<file path="src/design/rtsa_pkg.sv">
// shared constants, types and index functions for the reduced tile scatter address block
`timescale 1ns / 1ps
`default_nettype none
package rtsa_pkg;

  localparam int TILE_DIM   = 32;
  localparam int FACE_DIM   = 16;
  localparam int GROUP_W    = 24;
  localparam int DIVISOR_W  = 16;
  localparam int TAG_W      = 12;
  localparam int STEP_BITS  = 2;
  localparam int DIV_STAGES = GROUP_W / STEP_BITS;
  localparam int SRC_W      = 10;
  localparam int DST_W      = 32;
  localparam int COL_W      = 5;
  localparam int COUNT_W    = 6;
  localparam int CFG_IDX_W  = 3;
  localparam int CFG_DATA_W = 24;

  typedef enum logic [CFG_IDX_W-1:0] {
    REG_TILES_PER_ROW       = 3'd0,
    REG_FIRST_TILE          = 3'd1,
    REG_OUT_ROWS            = 3'd2,
    REG_OUT_COLS            = 3'd3,
    REG_TILE_ROWS_PER_BATCH = 3'd4,
    REG_TILE_ELEMENTS       = 3'd5,
    REG_REDUCE_ROWS         = 3'd6
  } reg_index_t;

  typedef struct packed {
    logic [11:0] tiles_per_row;
    logic [23:0] first_tile;
    logic [15:0] out_rows;
    logic [15:0] out_cols;
    logic [11:0] tile_rows_per_batch;
    logic [12:0] tile_elements;
    logic        reduce_rows;
  } rtsa_cfg_t;

  typedef struct packed {
    logic [GROUP_W-1:0]   num;
    logic [DIVISOR_W-1:0] rem;
  } div_state_t;

  typedef struct packed {
    logic [DST_W-1:0]   base;
    logic [COL_W-1:0]   row_low;
    logic [COUNT_W-1:0] count;
  } scat_item_t;

  // restoring division, STEP_BITS quotient bits per call
  function automatic div_state_t div_step(div_state_t s, logic [DIVISOR_W-1:0] d);
    div_state_t           t;
    logic [DIVISOR_W:0]   rr;
    t = s;
    for (int k = 0; k < STEP_BITS; k++) begin
      rr    = {t.rem, t.num[GROUP_W-1]};
      t.num = {t.num[GROUP_W-2:0], 1'b0};
      if (rr >= {1'b0, d}) begin
        rr       = rr - {1'b0, d};
        t.num[0] = 1'b1;
      end
      t.rem = rr[DIVISOR_W-1:0];
    end
    return t;
  endfunction

  // face layout offset of element (r, c) in a 32x32 tile
  function automatic logic [SRC_W-1:0] face_offset(logic [COL_W-1:0] r, logic [COL_W-1:0] c);
    return {r[4], c[4], r[3:0], c[3:0]};
  endfunction

endpackage
`default_nettype wire

</file>
<file path="src/design/rtsa_div.sv">
// pipelined restoring divider, two quotient bits per stage
`timescale 1ns / 1ps
`default_nettype none
module rtsa_div
  import rtsa_pkg::*;
(
  input  wire logic                 clk,
  input  wire logic                 rst,
  input  wire logic                 adv,
  input  wire logic                 in_valid,
  input  wire logic [GROUP_W-1:0]   dividend,
  input  wire logic [DIVISOR_W-1:0] divisor,
  input  wire logic [TAG_W-1:0]     tag_in,
  output logic                      out_valid,
  output logic [GROUP_W-1:0]        quotient,
  output logic [DIVISOR_W-1:0]      remainder,
  output logic [TAG_W-1:0]          tag_out
);

  logic       vld [DIV_STAGES];
  div_state_t st  [DIV_STAGES];
  logic [TAG_W-1:0] tg [DIV_STAGES];
  div_state_t start;

  assign start = '{num: dividend, rem: '0};

  always_ff @(posedge clk) begin
    if (rst) begin
      for (int i = 0; i < DIV_STAGES; i++) vld[i] <= 1'b0;
    end else if (adv) begin
      vld[0] <= in_valid;
      for (int i = 1; i < DIV_STAGES; i++) vld[i] <= vld[i-1];
    end
  end

  always_ff @(posedge clk) begin
    if (adv) begin
      st[0] <= div_step(start, divisor);
      tg[0] <= tag_in;
      for (int i = 1; i < DIV_STAGES; i++) begin
        st[i] <= div_step(st[i-1], divisor);
        tg[i] <= tg[i-1];
      end
    end
  end

  assign out_valid = vld[DIV_STAGES-1];
  assign quotient  = st[DIV_STAGES-1].num;
  assign remainder = st[DIV_STAGES-1].rem;
  assign tag_out   = tg[DIV_STAGES-1];

endmodule
`default_nettype wire

</file>
<file path="config.mk">
export PLATFORM = sky130hd
export DESIGN_NAME = rtsa_div
export DESIGN_NICKNAME = d
export VERILOG_FILES = /design/src/design/rtsa_pkg.sv /design/src/design/rtsa_div.sv
export SDC_FILE = /design/constraint.sdc
export NUM_CORES = 1
export LEC_CHECK = 0
export ABC_AREA = 1
export BUFFER_PORTS_ARGS = -buffer_cell sky130_fd_sc_hd__buf_2
export CAP_MARGIN = 20
export CORE_MARGIN = 3
export CORE_UTILIZATION = 30
export CTS_CLUSTER_DIAMETER = 100
export DETAILED_ROUTE_END_ITERATION = 8
export PLACE_DENSITY_LB_ADDON = 0.2
export SETUP_SLACK_MARGIN = 0.1
export SLEW_MARGIN = 15
export SYNTH_ARGS = -nofsm -noshare
export SYNTH_HDL_FRONTEND = slang
export SYNTH_SLANG_ARGS = --single-unit
</file>
<file path="constraint.sdc">
create_clock -name clk -period 6.7 [get_ports clk]
set_clock_uncertainty 0.1 [all_clocks]
set_input_delay 1.005 -clock clk [delete_from_list [all_inputs] [get_ports clk]]
set_output_delay 1.005 -clock clk [all_outputs]
set_load 0.02 [all_outputs]
</file>
==> impl_metrics.py <==
metrics = {
    "cells_and_area": {
        "syn_to_final_growth_pct": 11.8,
        "final_cells": 7438,
        "fillCellCount": 15400,
        "ff_latch_area_um2": 19100,
        "nets": 5895,
        "multiInputGateArea_um2": 22600,
        "drive_gt1_share_pct": 9.81,
    },
    "yosys": {
        "netlist_area_um2": 44700,
        "yosys.area.top_type": "edfxtp_1",
        "syn_area_per_cell_um2": 8.41,
        "yosysMostFrequentCell": "nand2_1",
        "synth_warnings": 0,
        "ys_seq_area_share_pct": 42.7,
        "async_reset_ff_share_pct": 0,
        "synth_top_cell_area_share_pct": 42.7,
        "yosys_most_used_dff": "edfxtp_1",
        "synth.net_count": 5762,
        "ys_ff_latch": 636,
        "synth_edf_count": 636,
        "yosys.cell_types.count": 54,
        "syn_inst": 5313,
        "yosys-top-cells-area": "edfxtp_1 (43%), nand2_1 (15%), ha_1 (10%), nand3_1 (4.6%), inv_1 (4.4%)",
        "ys_top_cells_by_count": "nand2_1 (1772), edfxtp_1 (636), inv_1 (521), nand3_1 (412), ha_1 (370)",
    },
    "floorplanning": {
        "die_h_um": 392,
        "initial_utilization_pct": 30.2,
        "die-area_um2": 154000,
        "core_area_um2": 148000,
        "ios": 109,
        "fp.dieW_um": 392,
        "num_rows": 141,
    },
    "routing": {
        "drt_first_iter_violations": 2723,
        "drc": 0,
        "vias_per_cell": 4.85,
        "wl_mm": 133,
        "drtPass1Iterations": 7,
        "post_drt_wl_per_cell_um": 17.8,
        "ant_nets": 0,
        "vias": 36100,
    },
    "sta": {
        "tns_ns": 0,
        "rsz0062_at_grt": "false",
        "fmax_mhz": 183,
        "worst_pin_slew_ns": 1.20,
        "post-route-period-util_pct": 81.4,
        "slew_headroom_pct": 20.2,
        "setup_viol": 0,
        "drv_slew": 0,
        "finalCriticalPeriod_ns": 5.46,
        "hold_violations": 0,
    },
    "setup_path": {
        "path_depth": 23,
        "r2r-end": "st[1][44]",
        "reg2reg_from": "st[1][1]",
        "worstSetupPathType": "input port to flop",
        "slowest_delay_ns": 0.59,
        "critPathArrivalTime_ns": 5.76,
        "crit_path_start_kind": "input port",
        "worstPathRequired_ns": 7.01,
        "crit_family": "simple AND/OR/NAND/NOR gates",
        "r2r_setup_slack_ns": 1.91,
        "critical_path.slowest_cell": "inv_2",
        "path_common_cell": "nand2_1",
        "critPathCaptureType": "flop",
        "worst-path-buf-inv": 4,
        "cp_max_fo": 21,
        "cp_cell_sequence": "buf_2 -> inv_2 -> ha_1 -> nand2_1 -> inv_1 -> a21oi_1 -> nand2_1 -> nand2_1 -> nand2_1 -> nand2_1 -> nand2_2 -> inv_1 -> nand2_1 -> o21ai_1 -> ha_1 -> a21oi_1 -> o21ai_0 -> a21oi_1 -> nand2_1 -> nand2_2 -> nand3_4 -> nand2_1 -> nand2_1",
        "reg2regPathDepth": 21,
    },
    "grt": {
        "grt_pass1_vias": 34600,
        "grt_pass1_wl_mm": 203,
        "grt_overflow": 0,
        "grt_max_degree": 146,
        "grt_usage_pct": 17.0,
        "antenna_found_initial": 4,
    },
    "cts": {
        "clock_latency_ns": 0.67,
        "clkTransAtPathRegs_ns": 0.06,
        "cts-resized-gates": 0,
        "clk_path_buf_depth": 3,
        "cts_hold_buf": 0,
        "root_buffer": "clkbuf_16",
        "cts_sinks": 636,
        "cts_made_buffers": 81,
        "cts_htree_levels": 3,
        "post_cts_buffers": 0,
        "cts_tree": "done",
    },
    "place": {
        "dp_hpwl_mm": 99.8,
        "port_buffers": 108,
        "dpl.cell_count": 7293,
        "place_congestion": 0.901,
    },
    "hold_path": {
        "hold_path_class": "flop to flop",
        "whs_path_depth": 0,
        "hold_start": "st[1][33]",
        "holdPathEnd": "st[1][75]",
    },
    "status": {
        "status": "finished clean",
    },
    "job": {
        "cap_viol_max_count": 0,
    },
}
==> cells in the final DEF (no fill, tap or decap), drive strengths merged, types with 93 or more instances in the layout <==
| cell type | synthesis | layout |
|---|---|---|
| nand2 | 1826 | 1826 |
| edfxtp | 636 | 636 |
| inv | 546 | 548 |
| nand3 | 437 | 437 |
| ha | 370 | 370 |
| a21oi | 319 | 319 |
| nor2 | 294 | 294 |
| o21ai | 195 | 195 |
| buf | 116 | 176 |
| xor2 | 132 | 132 |
| nand4 | 93 | 93 |
==> metrics by stage <==
step | cell area [µm²] | utilization (%) | setup WS (ns) | hold WS [ns]
final | 50000 | 33.8 | 1.24 | 0.311
after global routing | 50000 | 33.8 | 0.902 | 0.312
after CTS | 50000 | 33.8 | 1.32 | 0.311
after floorplan | 44700 | - | 1.18 | 0.300
after global placement | 47400 | 32.0 | 0.643 | 0.300
after detailed placement | 47400 | 32.0 | 0.607 | 0.305
==> layer usage <==
metal | GRT usage [%] | vias to the layer above | wire length [µm]
met5 | 0 | - | 0
met4 | 5.58 | 0 | 3880
met2 | 28.1 | 816 | 61300
met3 | 2.10 | 199 | 5870
met1 | 23.1 | 16900 | 61700
li1 | - | 18100 | -
==> state kept, by name (all words and copies together) (netlist names) <==
signal / flops
tg: 144
vld: 12
st: 480
==> final cells by class <==
cell class                      count  area share (%)
Multi-Input combinational cell   4002            45.2
Sequential cell                   636            38.2
Tap cell                         1930            4.83
Inverter                          549            4.14
Clock buffer                       91            4.13
Timing Repair Buffer              176            2.40
Clock inverter                     53            1.12
Antenna cell                        1         0.00501
==> worst reg2reg max path, stage by stage, from the launching register on <==
cell and delay, ns:
edfxtp_1 0.47, ha_1 0.40, nand2_1 0.09, nand2_1 0.07, a21oi_1 0.12, nand2_1 0.14, nand2_1 0.09, nand2_1 0.09
nand2_1 0.10, nand2_2 0.16, inv_1 0.52, nand2_1 0.12, o21ai_1 0.25, ha_1 0.35, a21oi_1 0.29, o21ai_0 0.16
a21oi_1 0.15, nand2_1 0.14, nand2_2 0.30, nand3_4 0.24, nand2_1 0.12, nand2_1 0.07
==> kinds of logic (layout without fill, tap and decap cells) <==
kind of cell / count (synthesis) / count (layout) / synth area share (%)
simple gates: 2818 / 2818 / 27.9
buf+inv: 675 / 869 / 6.76
flops: 636 / 636 / 42.7
compound gates: 597 / 597 / 7.38
fa+ha+maj: 393 / 393 / 11.4
xor+xnor: 194 / 194 / 3.80
other cells: 0 / 1 / 0
==> worst max path at each step <==
| stage | slack [ns] | from | endpoint |
|---|---|---|---|
| after CTS | 1.32 | divisor[4] | st[1][44] |
| after detailed placement | 0.61 | divisor[4] | st[1][40] |
| final | 1.24 | divisor[4] | st[1][44] |
| after global routing | 0.90 | divisor[4] | st[1][50] |
| after global placement | 0.64 | divisor[4] | st[1][49] |
| after floorplan | 1.18 | divisor[1] | st[1][130] |
Power is left out: the tool's default activity adds up to more than one toggle a clock period on the data nets, which glitch-free logic cannot reach.
