<file path="src/design/rtsa_pkg.sv">
// shared constants, types and index functions for the reduced tile scatter address block
`timescale 1ns / 1ps
`default_nettype none
package rtsa_pkg;

  localparam int TILE_DIM   = 32;
  localparam int FACE_DIM   = 16;
  localparam int GROUP_W    = 24;
  localparam int DIVISOR_W  = 16;
  localparam int TAG_W      = 12;
  localparam int STEP_BITS  = 2;
  localparam int DIV_STAGES = GROUP_W / STEP_BITS;
  localparam int SRC_W      = 10;
  localparam int DST_W      = 32;
  localparam int COL_W      = 5;
  localparam int COUNT_W    = 6;
  localparam int CFG_IDX_W  = 3;
  localparam int CFG_DATA_W = 24;

  typedef enum logic [CFG_IDX_W-1:0] {
    REG_TILES_PER_ROW       = 3'd0,
    REG_FIRST_TILE          = 3'd1,
    REG_OUT_ROWS            = 3'd2,
    REG_OUT_COLS            = 3'd3,
    REG_TILE_ROWS_PER_BATCH = 3'd4,
    REG_TILE_ELEMENTS       = 3'd5,
    REG_REDUCE_ROWS         = 3'd6
  } reg_index_t;

  typedef struct packed {
    logic [11:0] tiles_per_row;
    logic [23:0] first_tile;
    logic [15:0] out_rows;
    logic [15:0] out_cols;
    logic [11:0] tile_rows_per_batch;
    logic [12:0] tile_elements;
    logic        reduce_rows;
  } rtsa_cfg_t;

  typedef struct packed {
    logic [GROUP_W-1:0]   num;
    logic [DIVISOR_W-1:0] rem;
  } div_state_t;

  typedef struct packed {
    logic [DST_W-1:0]   base;
    logic [COL_W-1:0]   row_low;
    logic [COUNT_W-1:0] count;
  } scat_item_t;

  // restoring division, STEP_BITS quotient bits per call
  function automatic div_state_t div_step(div_state_t s, logic [DIVISOR_W-1:0] d);
    div_state_t           t;
    logic [DIVISOR_W:0]   rr;
    t = s;
    for (int k = 0; k < STEP_BITS; k++) begin
      rr    = {t.rem, t.num[GROUP_W-1]};
      t.num = {t.num[GROUP_W-2:0], 1'b0};
      if (rr >= {1'b0, d}) begin
        rr       = rr - {1'b0, d};
        t.num[0] = 1'b1;
      end
      t.rem = rr[DIVISOR_W-1:0];
    end
    return t;
  endfunction

  // face layout offset of element (r, c) in a 32x32 tile
  function automatic logic [SRC_W-1:0] face_offset(logic [COL_W-1:0] r, logic [COL_W-1:0] c);
    return {r[4], c[4], r[3:0], c[3:0]};
  endfunction

endpackage
`default_nettype wire

</file>
<file path="src/design/rtsa_addr.sv">
// tile number, buffer base and column count, at most one multiply per stage
`timescale 1ns / 1ps
`default_nettype none
module rtsa_addr
  import rtsa_pkg::*;
(
  input  wire logic                 clk,
  input  wire logic                 rst,
  input  wire logic                 adv,
  input  wire rtsa_cfg_t            cfg,
  input  wire logic                 in_valid,
  input  wire logic [GROUP_W-1:0]   prefix,
  input  wire logic [DIVISOR_W-1:0] row,
  input  wire logic [TAG_W-1:0]     col_tile,
  output logic                      out_valid,
  output scat_item_t                out_item
);

  logic [3:0]         vld;
  logic [DST_W-1:0]   p1, t2, t3, b4;
  logic [10:0]        row_hi1;
  logic [COL_W-1:0]   rl1, rl2, rl3, rl4;
  logic [COUNT_W-1:0] cn1, cn2, cn3, cn4;
  logic [TAG_W-1:0]   ct1, ct2;

  logic [16:0]        col_base, room;
  logic [COUNT_W-1:0] cnt;
  logic [DST_W-1:0]   sum2;

  always_comb begin
    col_base = {col_tile, 5'b0};
    room     = {1'b0, cfg.out_cols} - col_base;
    if ({1'b0, cfg.out_cols} > col_base) begin
      cnt = (room >= 17'(TILE_DIM)) ? COUNT_W'(TILE_DIM) : room[COUNT_W-1:0];
    end else begin
      cnt = '0;
    end
    sum2 = p1 + DST_W'(row_hi1);
  end

  always_ff @(posedge clk) begin
    if (rst) begin
      vld <= '0;
    end else if (adv) begin
      vld <= {vld[2:0], in_valid};
    end
  end

  always_ff @(posedge clk) begin
    if (adv) begin
      p1      <= DST_W'(prefix) * DST_W'(cfg.tile_rows_per_batch);
      row_hi1 <= row[15:5];
      rl1     <= row[4:0];
      cn1     <= cnt;
      ct1     <= col_tile;

      t2  <= sum2 * DST_W'(cfg.tiles_per_row);
      rl2 <= rl1;
      cn2 <= cn1;
      ct2 <= ct1;

      t3  <= t2 + DST_W'(ct2) - DST_W'(cfg.first_tile);
      rl3 <= rl2;
      cn3 <= cn2;

      b4  <= t3 * DST_W'(cfg.tile_elements);
      rl4 <= rl3;
      cn4 <= cn3;
    end
  end

  assign out_valid = vld[3];
  assign out_item  = '{base: b4, row_low: rl4, count: cn4};

endmodule
`default_nettype wire

</file>
<file path="config.mk">
export PLATFORM = sky130hd
export DESIGN_NAME = rtsa_addr
export DESIGN_NICKNAME = d
export VERILOG_FILES = /design/src/design/rtsa_pkg.sv /design/src/design/rtsa_addr.sv
export SDC_FILE = /design/constraint.sdc
export NUM_CORES = 2
export LEC_CHECK = 0
export BUFFER_PORTS_ARGS = -buffer_cell sky130_fd_sc_hd__buf_2
export CORE_ASPECT_RATIO = 1.2
export CORE_MARGIN = 10
export CORE_UTILIZATION = 55
export DETAILED_ROUTE_END_ITERATION = 16
export GPL_ROUTABILITY_DRIVEN = 0
export PLACE_DENSITY_LB_ADDON = 0.1
export RECOVER_POWER = 50
export SYNTH_ARGS = -nofsm -noshare
export SYNTH_HDL_FRONTEND = slang
export SYNTH_SLANG_ARGS = --single-unit
</file>
<file path="constraint.sdc">
create_clock -name clk -period 10.3 [get_ports clk]
set_input_delay 1.03 -clock clk [delete_from_list [all_inputs] [get_ports clk]]
set_output_delay 1.03 -clock clk [all_outputs]
set_load 0.1 [all_outputs]
</file>
==> results.md <==
- Status: finished, violations left
- Failing checks: max-capacitance violations, max-slew violations
- Number of slew-limit violations in the final report: between 150 and 200
- Critical Path End Type: register
- Die height: around 300 um
- Delay-heaviest family, CP: adder cells
- Register area: between 0.006 and 0.007 sq mm
- Maximum clock path buffer count: 3
- FF-to-FF setup slack: between 2 and 2.5 ns
- N_diodes: 0
- Final period util: 79.1%
- Unique masters post-synth: 72
- Iteration-0 DRC Markers: 1246
- 1st-pass router iterations: 8
- Remaining global-route overflow: 0
- Worst-Skew Late Latency: between 0.5 and 0.6 ns
- Critical Path AT: approximately 8.5 ns
- Tmin final: about 8.2 ns
- Final setup viols: 0
- Critical Path Fanout Max: 12
- Share of cells above drive strength 1: 5.94%
- Hold path cells: 0
- Number of synthesized flops with an enable pin: a little over 200
- RSZ-0062 raised after global routing: no
- DRC: 0
- Top Ports: a little under 200
- Slew at the pin closest to its max-slew limit: slightly below 5 ns
- Drt wl/cell: 17.4 um
- Setup Crit Path Kind: reg2reg
- Initial antenna violation count: 1
- P&R area growth vs syn: 6.52%
- Row Count: 103
- PostCTS Resize Cnt: 0
- Syn Nets: 4941
- WP buf/inv: 4
- R2R Path End: t2[31]
- Synthesized flop and latch total: ~210
- RR Startpoint: row_hi1[0]
- Die ar.: between 0.07 and 0.08 sq mm
- Gr usage total: a little under a quarter
- Final Routed Wirelength: roughly 84000 um
- Largest net degree at the start of global routing: slightly below 90
- Core area: 0.0660 sq mm
- Htree depth: 1
- First-pass GRT wire length: 142000 um
- Final ANT Viol Nets: 0
- Crit start category: register
- WHS Endpoint: cn4[2]
- CP dominant cell by count: fa_1
- Port Buffers: ~180
- Asr flop ratio synth: 0%
- CTS tree: done
- Multi-input gate area: 0.0268 sq mm
- Starting Density: 55.6%
- Critical path's largest stage delay: 0.92 ns
- Setup Skew: between 0.03 and 0.04 ns
- Dpl hpwl: about 67000 um
- Avg Cell Area, Syn: 9.55 sq um
- Worst R2R Path Depth: 28
- Commonest cells after routing, fill and taps aside: inv_1, fa_1, nand2_1
- Rel. slew slack: -221%
- Hold crit path type: reg2reg
- Die Wd: roughly 260 um
- Final net count: between 5000 and 6000
- Setup bufs post-CTS: 0
- Cts bufs inserted: 26
- Final hold vios: 0
- Most used flip-flop cell after synthesis: edfxtp_1
- HP Start: cn3[2]
- Setup TNS: 0 ns
- Clock root buffer: clkbuf_16
- Vias in the first global route: 28112
- Fill cells: 5937
- Hold_buf cts: 0
- Synthesis Warnings: 0
- Via count: about 26000
- Worst-path clk slew: approximately 0.060 ns
- Synth Instances: between 3000 and 4000
- Critical Path RT: 10.63 ns
- Mapped Area: approximately 0.037 sq mm
- Fmax: approximately 120 MHz
- Register area share after synthesis: 17.2%
- Commonest non-fill, non-tap cell in the layout: inv_1
- CP max-delay cell: xnor2_1
- Via density: roughly 5.3
- Max-Cap Viols: 3
- Clk sinks: ~210
-- sequential cells by signal, summed over array words and instances, names as in the netlist --
register and count:
b4 32, cn1 6, cn2 6, cn3 6
cn4 6, ct1 12, ct2 12, p1 32
rl1 5, rl2 5, rl3 5, rl4 5
row_hi1 11, t2 32, t3 32, vld 4
-- per-stage QoR --
step / utilization, % / hold slack [ns] / std cells / cell area, sq um / setup slack (ns)
after floorplan: - / 0.400 / 3841 / 36700 / 3.28
after global placement: 57.9 / 0.400 / 4766 / 38200 / 2.13
after detailed placement: 57.9 / 0.405 / 4766 / 38200 / 2.08
after CTS: 59.3 / 0.416 / 4813 / 39100 / 2.05
after global routing: 59.2 / 0.418 / 4813 / 39100 / 1.42
final: 59.2 / 0.415 / 4813 / 39100 / 2.15
-- worst max path at each step --
stage | start | to | slack, ns | cells past startpoint
after global routing | p1[0] | t2[31] | 1.42 | 29
after CTS | row_hi1[0] | t2[31] | 2.05 | 28
final | row_hi1[0] | t2[31] | 2.15 | 28
after global placement | p1[4] | t2[31] | 2.13 | 25
after floorplan | p1[4] | t2[31] | 3.28 | 26
after detailed placement | p1[0] | t2[31] | 2.08 | 28
-- layer usage --
layer  vias up  routed length (um)  GRT usage [%]  share of wire, %
li1      11736                   -              -                 -
met1     13141               32900           26.2                39
met2       535               45200           43.4                54
met3       142                3230           2.14               3.8
met4         0                2570           7.02               3.1
met5         -                   0              0                 0
-- cell families (layout without fill, tap and decap cells) --
| family | after synthesis | count (layout) | synth area share, % |
|---|---|---|---|
| AND/OR/NAND/NOR | 1218 | 1218 | 15.4 |
| buffers and inverters | 963 | 1043 | 9.85 |
| adder cells (fa/ha/maj) | 950 | 950 | 47.2 |
| AO/OA/AOI/OAI | 315 | 315 | 5.72 |
| flip-flops | 211 | 211 | 17.2 |
| XOR/XNOR | 177 | 177 | 4.43 |
| multiplexers | 7 | 7 | 0.191 |
-- synth_stat cells (3+ instances only) --
library cell	count	area, sq um
and2_1	288	1800
o31ai_1	6	45.0
mux2i_1	7	70.1
a31o_2	6	52.6
nor3b_1	3	22.5
fa_1	725	14500
a21o_1	49	368
nor3_1	22	110
a221oi_1	6	52.6
nor2_1	80	300
and4_1	6	52.6
o211ai_1	6	45.0
nor2b_1	26	163
xnor2_1	115	1010
a211oi_1	12	90.1
a21oi_1	96	480
nand4_1	9	56.3
and3_1	14	87.6
o21bai_1	12	90.1
o21ai_0	44	220
ha_1	225	2820
a21boi_0	6	45.0
clkbuf_1	158	593
nand3_1	27	135
o2111ai_1	4	35.0
nand2b_1	21	131
a31oi_1	11	68.8
dfxtp_1	4	80.1
or2_2	7	43.8
o21a_1	19	143
nand2_1	696	2610
xor2_1	56	490
inv_1	803	3010
xnor3_1	3	67.6
a211o_1	3	26.3
o221ai_1	4	35.0
a2111o_1	3	33.8
or3_1	6	37.5
edfxtp_1	207	6220
a2111oi_0	3	26.3
-- worst reg2reg max path, delay by kind of cell (launching register included) --
family	cells	cell delay, ns
XOR/XNOR	2	1.02
buffers and inverters	4	0.21
AO/OA/AOI/OAI	7	1.89
adder cells (fa/ha/maj)	8	3.48
AND/OR/NAND/NOR	7	0.99
flip-flops	1	0.33
-- layout make-up --
type                       instances  share of cell area (%)
sequential                       211                    16.1
multi-input combinational       2667                    68.5
clock inverter                    19                   0.640
inverter                         803                    7.71
timing repair buffer             193                    2.48
clock buffer                      28                    1.68
tap                              892                    2.85
Power is left out: the tool's default activity adds up to more than one toggle a clock period on the data nets, which glitch-free logic cannot reach.
