<file path="src/design/rtsa_pkg.sv">
// shared constants, types and index functions for the reduced tile scatter address block
`timescale 1ns / 1ps
`default_nettype none
package rtsa_pkg;

  localparam int TILE_DIM   = 32;
  localparam int FACE_DIM   = 16;
  localparam int GROUP_W    = 24;
  localparam int DIVISOR_W  = 16;
  localparam int TAG_W      = 12;
  localparam int STEP_BITS  = 2;
  localparam int DIV_STAGES = GROUP_W / STEP_BITS;
  localparam int SRC_W      = 10;
  localparam int DST_W      = 32;
  localparam int COL_W      = 5;
  localparam int COUNT_W    = 6;
  localparam int CFG_IDX_W  = 3;
  localparam int CFG_DATA_W = 24;

  typedef enum logic [CFG_IDX_W-1:0] {
    REG_TILES_PER_ROW       = 3'd0,
    REG_FIRST_TILE          = 3'd1,
    REG_OUT_ROWS            = 3'd2,
    REG_OUT_COLS            = 3'd3,
    REG_TILE_ROWS_PER_BATCH = 3'd4,
    REG_TILE_ELEMENTS       = 3'd5,
    REG_REDUCE_ROWS         = 3'd6
  } reg_index_t;

  typedef struct packed {
    logic [11:0] tiles_per_row;
    logic [23:0] first_tile;
    logic [15:0] out_rows;
    logic [15:0] out_cols;
    logic [11:0] tile_rows_per_batch;
    logic [12:0] tile_elements;
    logic        reduce_rows;
  } rtsa_cfg_t;

  typedef struct packed {
    logic [GROUP_W-1:0]   num;
    logic [DIVISOR_W-1:0] rem;
  } div_state_t;

  typedef struct packed {
    logic [DST_W-1:0]   base;
    logic [COL_W-1:0]   row_low;
    logic [COUNT_W-1:0] count;
  } scat_item_t;

  // restoring division, STEP_BITS quotient bits per call
  function automatic div_state_t div_step(div_state_t s, logic [DIVISOR_W-1:0] d);
    div_state_t           t;
    logic [DIVISOR_W:0]   rr;
    t = s;
    for (int k = 0; k < STEP_BITS; k++) begin
      rr    = {t.rem, t.num[GROUP_W-1]};
      t.num = {t.num[GROUP_W-2:0], 1'b0};
      if (rr >= {1'b0, d}) begin
        rr       = rr - {1'b0, d};
        t.num[0] = 1'b1;
      end
      t.rem = rr[DIVISOR_W-1:0];
    end
    return t;
  endfunction

  // face layout offset of element (r, c) in a 32x32 tile
  function automatic logic [SRC_W-1:0] face_offset(logic [COL_W-1:0] r, logic [COL_W-1:0] c);
    return {r[4], c[4], r[3:0], c[3:0]};
  endfunction

endpackage
`default_nettype wire

</file>
<file path="src/design/rtsa_out_if.sv">
// result channel carrying one source / destination index pair
`timescale 1ns / 1ps
`default_nettype none
interface rtsa_out_if;
  logic        valid;
  logic        ready;
  logic [9:0]  source_index;
  logic [31:0] dest_index;
  logic        last;
  modport source (output valid, output source_index, output dest_index, output last,
                  input ready);
  modport sink (input valid, input source_index, input dest_index, input last,
                output ready);
endinterface
`default_nettype wire

</file>
<file path="src/design/rtsa_emit.sv">
// walks the columns of one group and drives the registered result port
`timescale 1ns / 1ps
`default_nettype none
module rtsa_emit
  import rtsa_pkg::*;
(
  input  wire logic       clk,
  input  wire logic       rst,
  input  wire logic       reduce_rows,
  input  wire logic       in_valid,
  input  wire scat_item_t in_item,
  output logic            in_ready,
  rtsa_out_if.source      results
);

  logic               busy;
  scat_item_t         cur;
  logic [COL_W-1:0]   col;
  logic               out_free, fire, at_end, load;
  logic [SRC_W-1:0]   src;

  assign out_free = !results.valid || results.ready;
  assign fire     = busy && out_free;
  assign at_end   = ({1'b0, col} + 6'd1) == cur.count;
  assign in_ready = !busy || (fire && at_end);
  assign load     = in_valid && in_ready;
  assign src      = reduce_rows ? face_offset(col, '0) : face_offset('0, col);

  always_ff @(posedge clk) begin
    if (rst) begin
      busy          <= 1'b0;
      results.valid <= 1'b0;
    end else begin
      if (load) begin
        // groups with no column in range are dropped here
        busy <= (in_item.count != '0);
      end else if (fire && at_end) begin
        busy <= 1'b0;
      end
      if (fire) begin
        results.valid <= 1'b1;
      end else if (results.ready) begin
        results.valid <= 1'b0;
      end
    end
  end

  always_ff @(posedge clk) begin
    if (load) begin
      cur <= in_item;
      col <= '0;
    end else if (fire) begin
      col <= col + 5'd1;
    end
    if (fire) begin
      results.source_index <= src;
      results.dest_index   <= cur.base + DST_W'(face_offset(cur.row_low, col));
      results.last         <= at_end;
    end
  end

endmodule
`default_nettype wire

</file>
<file path="src/flat_wrapper.sv">
// flat-port wrapper written by rule: the top's interface ports become plain ports
module rtsa_emit_flat import rtsa_pkg::*;
  (clk, rst, reduce_rows, in_valid, in_item, in_ready, results_valid, results_source_index, results_dest_index, results_last, results_ready);
  rtsa_out_if results_i ();
  input  wire logic clk;
  input  wire logic rst;
  input  wire logic reduce_rows;
  input  wire logic in_valid;
  input  wire scat_item_t in_item;
  output logic in_ready;
  output wire logic [$bits(results_i.valid)-1:0] results_valid;
  output wire logic [$bits(results_i.source_index)-1:0] results_source_index;
  output wire logic [$bits(results_i.dest_index)-1:0] results_dest_index;
  output wire logic [$bits(results_i.last)-1:0] results_last;
  input wire logic [$bits(results_i.ready)-1:0] results_ready;
  assign results_valid = results_i.valid;
  assign results_source_index = results_i.source_index;
  assign results_dest_index = results_i.dest_index;
  assign results_last = results_i.last;
  assign results_i.ready = results_ready;
  rtsa_emit u_core (.clk(clk), .rst(rst), .reduce_rows(reduce_rows), .in_valid(in_valid), .in_item(in_item), .in_ready(in_ready), .results(results_i));
endmodule
</file>
<file path="config.mk">
export PLATFORM = sky130hd
export DESIGN_NAME = rtsa_emit_flat
export DESIGN_NICKNAME = d
export VERILOG_FILES = /design/src/design/rtsa_pkg.sv /design/src/design/rtsa_out_if.sv /design/src/design/rtsa_emit.sv /design/src/flat_wrapper.sv
export SDC_FILE = /design/constraint.sdc
export NUM_CORES = 1
export LEC_CHECK = 0
export ABC_AREA = 1
export BUFFER_PORTS_ARGS = -buffer_cell sky130_fd_sc_hd__buf_2
export CAP_MARGIN = 20
export CORE_MARGIN = 5
export CORE_UTILIZATION = 40
export DETAILED_ROUTE_END_ITERATION = 16
export GPL_TIMING_DRIVEN = 1
export REMOVE_ABC_BUFFERS = 1
export SYNTH_ARGS = -nofsm -noshare
export SYNTH_HDL_FRONTEND = slang
export SYNTH_SLANG_ARGS = --single-unit
</file>
<file path="constraint.sdc">
create_clock -name clk -period 11.9 [get_ports clk]
set_input_delay 1.785 -clock clk [delete_from_list [all_inputs] [get_ports clk]]
set_output_delay 1.785 -clock clk [all_outputs]
set_load 0.05 [all_outputs]
</file>
==> impl_metrics.csv, run 1 <==
group,metric,value,unit
setup_path,start_kind,"primary input",
cells_and_area,area_delta_synth_final,20.2,%
yosys,yosysTopAreaCell,"edfxtp_1",
floorplan,dieArea,12800,um2
cts,clock_latency,360,ps
cts,cts_made_buffers,9,
sta,period_needed,5350,ps
sta,slew_violations,0,
sta,fin_hold_ws,499,ps
global_route,grt_pass1_vias,2792,
cells_and_area,final_common_cell,"buf_2",
setup_path,critPathKind,"in -> out",
placement,port_buffers,92,
cells_and_area,final_cells,621,
cells_and_area,drive_above_1_share,0.274,
yosys,ys_seq_area_frac,0.638,
global_route,grtUsageTotal,0.139,
global_route,grt_pass1_wl,13.9,mm
setup_path,crit_path_end_kind,"output port",
setup_path,r2r-end,"u_core.cur[40]",
sta,worst_pin_slew,1030,ps
cells_and_area,final_net_count,540,
placement,dp_hpwl,6.63,mm
cells_and_area,final_cell_mix,"92 x buf_2, 86 x edfxtp_1, 85 x nand2_1, 38 x inv_1, 29 x nor2_1",
sta,relSlewSlack,0.315,
route,wl_per_cell,13.9,um
global_route,grt_overflow,0,
floorplan,core.rowCount,37,
worst_hold_path,hold_end,"u_core.results.valid",
power_and_ir_drop,powerDensity,154,nW/um2
route,drtIter0Drc,200,
cts,cts_setup_buffers,0,
placement,dpl-instance-area,4900,um2
yosys,yosys.cell_types.count,35,
power_and_ir_drop,power.leakage,2.15,nW
sta,skew,10.3,ps
floorplan,die_w,113,um
sta,rsz0062_at_grt,"no",
route,first_pass_iters,4,
worst_hold_path,min_delay_path_depth,2,
route,drc,0,
global_route,antenna_found_initial,0,
route,viasPerCell,4.64,
sta,period_share,0.450,
power_and_ir_drop,ir_drop,81.3,uV
floorplan,die_h,113,um
floorplan,initial_utilization,0.412,
run,maxCapViolCount,0,
yosys,synthCells,379,
worst_hold_path,hp-class,"reg -> reg",
yosys,synth_top_area_frac,0.605,
worst_hold_path,hp-start,"u_core.results.valid",
route,vias,2880,
floorplan,ios,93,
cts,clkSinkCount,93,
setup_path,reg2reg_slack,9230,ps
cells_and_area,num_antenna_cells,0,
setup_path,r2r_cells,5,
cts,postCtsHoldBufs,0,
yosys,syn_avg_cell_area,11.3,um2
sta,fin_setup_tns,0,ps
cts,htreeDepth,3,
sta,setup-violations-final,0,
route,wl,8.64,mm
route,antenna_left,0,
setup_path,arrival,3570,ps
setup_path,cp_data_required_time,10120,ps
setup_path,critical_path.max_fanout,50,
yosys,synth_seq_cells,93,
cts,clk_transition_reported_paths,80,ps
cts,cts_resized,0,
cells_and_area,final_cell_area,5130,um2
yosys,synthesis.area,4270,um2
placement,place_congestion,0.843,
cts,clock_path_buffers,2,
floorplan,core-area,10400,um2
cts,cts_tree,"done",
setup_path,r2r-start,"u_core.busy",
sta,max_freq,187,MHz
yosys,synth_area_leaders,"edfxtp_1 61%, nand2_1 7.5%, xor2_1 4.3%, inv_1 3.3%, dfxtp_1 3.3%",
cts,cts_root_buffer,"clkbuf_8",
status,status,"complete, no violations",
yosys,ys_warn_count,0,
power_and_ir_drop,p_total,0.791,mW
placement,dp.cells,605,
sta,finalHoldViolCount,0,
global_route,grt_max_degree,51,
## cell usage after synthesis (all sizes together)
library cell and count:
nor2 33, o21a 1, nor3 13, inv 42, xor2 21, or2 1, fa 1, nand3 15
nand4 9, nor4 3, dfxtp 7, clkbuf 1, buf 2, nand2b 1, nand2 91, and3 1
xnor2 7, ha 11, o22ai 1, edfxtp 86, nand3b 4, o21ai 10, a21oi 17, a21boi 1
## registers in the layout, indices dropped and copies added, names as in the netlist
name and count:
u_core.busy 1, u_core.results.source_index 10, u_core.col 5, u_core.results.last 1, u_core.cur 43, u_core.results.valid 1, u_core.results.dest_index 32
## layout make-up
type,count,area [um2]
fill,963,5240
tap,136,170
clock inverter,5,98.8
sequential,93,2720
multi-input combinational,241,1380
timing repair buffer,93,468
clock buffer,11,131
inverter,42,158
## worst max-delay path, stage by stage
cell and delay [ps]:
buf_2 70, inv_1 30, nand2_1 60, nand2_1 130, inv_2 750, nand3_2 280
nand2_4 170, buf_2 280
## layer usage
layer,GRT usage,wire length [um],vias to the layer above,share of wire
met4,0.0625,168,0,0.019
met2,0.207,3830,84,0.44
met1,0.199,4120,1296,0.48
met3,0.0262,521,13,0.060
met5,0,0,-,0
li1,-,-,1487,-
## metrics by stage
stage,setup WS (ps),util
after floorplan,6620,-
after global placement,6550,0.473
after detailed placement,6490,0.473
after CTS,6470,0.495
after global routing,6330,0.495
final,6550,0.495
## worst max-delay path by stage
| stage | from | endpoint |
|---|---|---|
| finish | results_ready | in_ready |
| global route | results_ready | in_ready |
| CTS | results_ready | in_ready |
| detailed placement | results_ready | in_ready |
| global placement | results_ready | in_ready |
| floorplan | results_ready | u_core.cur[0] |
## power breakdown
group	leakage (nW)	switching (mW)	internal, mW
clock	0.115	0.101	0.139
sequential	0.878	0.0179	0.390
combinational	1.16	0.102	0.0409
## kinds of logic after synthesis
group,Yosys count,share of synthesized area
AND/OR/NAND/NOR,171,0.185
XOR/XNOR,28,0.0575
flip-flops,93,0.638
buffers and inverters,45,0.0407
adder cells (fa/ha/maj),12,0.0369
AO/OA/AOI/OAI,30,0.0416
No activity file was read; power rests on OpenSTA's default activity.
==> inputs of run 2 (changes only) <==
Clock period 11.9 ns to 5.2 ns, I/O delays scaled along.
==> run 2 against run 1 <==
Clock skew fell by 2.4 ps. Global-route usage rose by 0.35 points. Clock power rose by 130%. Sequential share of layout area fell by 0.15 points. Non-clock buffer count rose by 1. Hold slack got worse by 13 ps. Register-to-register slack got worse by 6900 ps. First-iteration DRC count fell by 30%. Die area did not move. Critical path type is now reg -> out. Highest routed layer unchanged.
==> impl_metrics.csv, run 2 (synthesis results as in run 1) <==
group,metric,value,unit
power_and_ir_drop,power.internal,1.30,mW
cells_and_area,largest_reg_flops,43,
cts,clock_path_buffers,2,
cts,clkSinkCount,93,
route,viasPerCell,4.75,
setup_path,arrival,2280,ps
floorplan,initial_utilization,0.412,
cts,cts_made_buffers,9,
global_route,grtUsageMet2,0.212,
sta,period_needed,3060,ps
setup_path,start_kind,"flop",
sta,slew_violations,0,
placement,place_congestion,0.848,
setup_path,critPathKind,"reg -> out",
cells_and_area,reg.largest.list,"u_core.cur x43, u_core.results.dest_index x32, u_core.results.source_index x10",
sta,setup-violations-final,0,
power_and_ir_drop,netSwitchingFraction,0.286,
sta,rsz0062_at_grt,"no",
cts,cts_root_buffer,"clkbuf_8",
sta,fin_hold_ws,486,ps
run,maxCapViolCount,0,
global_route,grt_most_used_layer,"met2",
global_route,grt_pass1_vias,2951,
power_and_ir_drop,p_comb_frac,0.184,
route,drtIter0Drc,141,
global_route,grtUsageTotal,0.143,
setup_path,crit_path_end_kind,"output port",
cells_and_area,final_net_count,541,
power_and_ir_drop,ir_drop,159,uV
route,drc,0,
setup_path,cp_data_required_time,4420,ps
floorplan,ios,93,
cells_and_area,area_delta_synth_final,20.6,%
cts,clock_latency,360,ps
cts,cts_resized,0,
global_route,antenna_found_initial,0,
cells_and_area,regArea,2720,um2
floorplan,core.rowCount,37,
cts,cts_tree,"done",
setup_path,critical_path.max_fanout,9,
global_route,grt_use_met3,0.0342,
route,antenna_left,0,
floorplan,die_w,113,um
cts,clk_transition_reported_paths,80,ps
cells_and_area,fill_cells,964,
sta,worst_pin_slew,613,ps
sta,fin_setup_tns,0,ps
cts,htreeDepth,3,
placement,port_buffers,92,
placement,dp.cells,606,
floorplan,core-area,10400,um2
route,first_pass_iters,4,
power_and_ir_drop,powerDensity,355,nW/um2
power_and_ir_drop,p_clk_frac,0.307,
cells_and_area,final_cell_mix,"92 x buf_2, 86 x edfxtp_1, 85 x nand2_1, 38 x inv_1, 29 x nor2_1",
worst_hold_path,hp-class,"reg -> reg",
cells_and_area,final_common_cell,"buf_2",
placement,dp_hpwl,6.96,mm
cells_and_area,num_antenna_cells,0,
sta,relSlewSlack,0.591,
sta,period_share,0.589,
floorplan,die_h,113,um
global_route,grt_use_met1,0.195,
status,status,"complete, no violations",
floorplan,dieArea,12800,um2
cells_and_area,regMostFlops,"u_core.cur",
power_and_ir_drop,power.share.sequential,0.510,
cts,postCtsHoldBufs,0,
global_route,grt_max_degree,50,
cells_and_area,drive_above_1_share,0.280,
global_route,grt_pass1_wl,14.2,mm
route,wl,8.89,mm
cells_and_area,multi_input_area,1380,um2
sta,finalHoldViolCount,0,
route,wl_per_cell,14.3,um
sta,max_freq,327,MHz
cells_and_area,final_cells,622,
power_and_ir_drop,power.leakage,2.15,nW
route,vias,2956,
sta,skew,7.91,ps
cts,cts_setup_buffers,0,
global_route,grt_overflow,0,
power_and_ir_drop,switchingPower,0.522,mW
## run 2: per-stage QoR
stage / util / instance area, um2 / power, mW / setup WS [ps]
3_3_place_gp: 0.473 / 4910 / 1.28 / 2460
3_5_place_dp: 0.473 / 4910 / 1.28 / 2330
4_1_cts: 0.496 / 5150 / 1.85 / 2120
2_1_floorplan: - / 4250 / 1.19 / 927
6_report: 0.496 / 5150 / 1.82 / 2140
5_1_grt: 0.496 / 5150 / 1.91 / 1960
## run 2: cell type report
class                      count  area share
sequential                    93       0.529
tap                          136      0.0331
clock buffer                   9      0.0241
multi-input combinational    241       0.269
clock inverter                 7      0.0221
timing repair buffer          94      0.0924
inverter                      42      0.0306
## run 2: final timing paths
| kind | depth (start not counted) | slack [ps] | to | from |
|---|---|---|---|---|
| setup / recovery | 12 | 2140 | in_ready | u_core.col[0] |
| hold / removal | 2 | 490 | u_core.results.valid | u_core.results.valid |
| setup reg to reg | 12 | 2380 | u_core.cur[4] | u_core.col[0] |
| hold reg to reg | 2 | 490 | u_core.results.valid | u_core.results.valid |
## run 2: worst max-delay path, stage by stage, from the launching register on
cell,delay (ps)
dfxtp_1,560
ha_1,280
inv_1,70
nand2_2,70
nand2_1,60
nand2_1,60
nand2_1,50
nor2_1,80
nand2_1,80
nor2_2,90
nand3_2,120
nand2_4,120
buf_2,270
## run 2: layer usage
metal | wire (um) | share of wire
met2 | 3970 | 0.45
met1 | 4130 | 0.46
met3 | 580 | 0.065
met4 | 216 | 0.024
met5 | 0 | 0
## run 2: power groups by stage
stage / clock network (mW) / registers, mW / logic [mW]
3_5_place_dp: 0 / 0.947 / 0.337
4_1_cts: 0.577 / 0.931 / 0.339
6_report: 0.560 / 0.930 / 0.335
2_1_floorplan: 0 / 1.04 / 0.146
3_3_place_gp: 0 / 0.945 / 0.334
5_1_grt: 0.606 / 0.938 / 0.368
==> inputs of run 3 (changes only) <==
Clock period 5.2 ns to 2.7 ns, I/O delays scaled along.
==> run 3 against run 2 <==
Register-to-register slack lost 1800 ps. Clock-buffer cell count is the same. Power grew 95%. Sequential power grew 92%. Final cell count is the same. Clock power grew 100%. First-iteration DRC count grew 58%. Die area is the same. Largest power group unchanged. Routed wire length grew 2.0%. Critical path depth is the same. Via count grew 0.41%. Cell area grew 0.56%.
==> impl_metrics.csv, run 3 (synthesis results as in run 1) <==
group,metric,value,unit
power_and_ir_drop,power.leakage,2.16,nW
cells_and_area,final_common_cell,"buf_2",
cells_and_area,final_cell_mix,"91 x buf_2, 86 x edfxtp_1, 85 x nand2_1, 38 x inv_1, 29 x nor2_1",
global_route,grtUsageTotal,0.149,
route,wl,9.07,mm
cts,htreeDepth,3,
floorplan,core.rowCount,37,
cells_and_area,largest_reg_flops,43,
setup_path,critical_path.max_fanout,7,
global_route,grt_pass1_wl,14.8,mm
sta,setup_ws,191,ps
cts,cts_root_buffer,"clkbuf_8",
sta,period_share,0.929,
status,status,"complete, no violations",
placement,port_buffers,92,
setup_path,critPathBufInv,2,
sta,worst_pin_slew,596,ps
setup_path,cp-endpoint,"in_ready",
floorplan,die_w,113,um
floorplan,dieArea,12800,um2
cells_and_area,reg.largest.list,"u_core.cur x43, u_core.results.dest_index x32, u_core.results.source_index x10",
setup_path,reg2reg_slack,570,ps
cells_and_area,regMostFlops,"u_core.cur",
cells_and_area,regArea,2730,um2
setup_path,start_kind,"flop",
setup_path,r2r-start,"u_core.col[1]",
cells_and_area,final_cell_area,5170,um2
route,viasPerCell,4.77,
floorplan,core-area,10400,um2
sta,relSlewSlack,0.603,
floorplan,ios,93,
setup_path,crit_path_frequent_cell,"nand2_1",
placement,place_ws,432,ps
sta,setup-violations-final,0,
cts,cts_made_buffers,9,
placement,dpl-instance-area,4920,um2
global_route,grt_max_degree,50,
floorplan,initial_utilization,0.412,
worst_hold_path,hp-class,"in -> reg",
sta,skew,9.29,ps
setup_path,critPathKind,"reg -> out",
global_route,antenna_found_initial,0,
floorplan,die_h,113,um
setup_path,crit_path_end_kind,"output port",
cts,clkSinkCount,93,
placement,place_congestion,0.849,
sta,rsz0062_at_grt,"no",
route,first_pass_iters,5,
sta,finalHoldViolCount,0,
setup_path,path_cells,"ha_1 -> inv_1 -> nand2_2 -> nand2_1 -> nand2_1 -> nand2_1 -> nor2_1 -> nand2_1 -> nor2_2 -> nand3_2 -> nand2_4 -> clkbuf_4",
cells_and_area,fill_cells,957,
global_route,grt_overflow,0,
route,wl_per_cell,14.6,um
route,drtIter0Drc,223,
sta,period_needed,2510,ps
cts,clk_transition_reported_paths,90,ps
setup_path,arrival,2100,ps
sta,fin_hold_ws,204,ps
cts,cts_resized,0,
setup_path,startpoint,"u_core.col[1]",
route,vias,2968,
setup_path,critPathSlowestCell,"dfxtp_2",
sta,slew_violations,0,
power_and_ir_drop,p_total,3.56,mW
cells_and_area,area_delta_synth_final,21.3,%
cts,cts_setup_buffers,0,
cts,clock_path_buffers,2,
setup_path,cp_num_cells,12,
route,drc,0,
setup_path,critPathMaxStageDelay,430,ps
route,antenna_left,0,
setup_path,r2r-end,"u_core.cur[26]",
setup_path,r2r_cells,12,
power_and_ir_drop,powerDensity,688,nW/um2
global_route,grt_pass1_vias,2970,
run,maxCapViolCount,0,
setup_path,cp_data_required_time,2300,ps
cells_and_area,drive_above_1_share,0.286,
power_and_ir_drop,ir_drop,339,uV
cells_and_area,num_antenna_cells,0,
setup_path,critPathTopFamily,"simple AND/OR/NAND/NOR gates",
cts,cts_tree,"done",
cells_and_area,final_net_count,541,
cells_and_area,postLayoutCoreUtil,0.499,
cells_and_area,multi_input_area,1380,um2
cts,clock_latency,370,ps
placement,dp_hpwl,6.89,mm
cts,postCtsHoldBufs,0,
sta,max_freq,399,MHz
run 3: cell count changes in the layout (fill, tap and decap cells not counted):
cell / change
clkbuf_4: +1
clkinv_2: -1
dfxtp_2: +1
clkinv_1: -1
buf_12: +1
buf_4: -1
buf_2: -1
dfxtp_1: -2
inv_6: +1
clkinv_4: +1
dfxtp_4: +1
run 3: per-stage QoR:
step | std cells | setup TNS (ps)
3_3_place_gp | 606 | 0
2_1_floorplan | 376 | -56810
4_1_cts | 622 | 0
6_report | 622 | 0
5_1_grt | 622 | 0
3_5_place_dp | 606 | 0
run 3: worst register-to-register path, stage by stage (launching register included):
cell and delay (ps):
dfxtp_2 430, ha_1 250, inv_1 70, nand2_2 70, nand2_1 60, nand2_1 60, nand2_1 50, nor2_1 90
nand2_1 80, nor2_2 90, nand3_2 120, a21boi_4 170, buf_12 240
run 3: layout make-up:
cell class                      instances  share of cell area
Clock buffer                            9              0.0239
Clock inverter                          7              0.0237
Inverter                               42              0.0305
Multi-Input combinational cell        241               0.267
Sequential cell                        93               0.527
Tap cell                              136              0.0329
Timing Repair Buffer                   94              0.0948
run 3: worst min path at each step:
stage,start,to,slack (ps),cells past startpoint
3_3_place_gp,u_core.results.valid,u_core.results.valid,470,2
3_5_place_dp,u_core.results.valid,u_core.results.valid,490,2
6_report,rst,u_core.busy,200,2
4_1_cts,rst,u_core.busy,190,2
2_1_floorplan,rst,u_core.busy,470,1
5_1_grt,in_item[33],u_core.cur[33],180,1
run 3: power by group:
part	internal [mW]	switching, mW
Combinational	0.186	0.462
Clock	0.619	0.498
Sequential	1.72	0.0751
run 3: metal layers:
layer / vias up / routed length [um] / track usage
met5: - / 0 / 0
met2: 86 / 4060 / 0.222
met3: 9 / 574 / 0.0353
met4: 0 / 123 / 0.0529
met1: 1371 / 4310 / 0.214
li1: 1502 / - / -
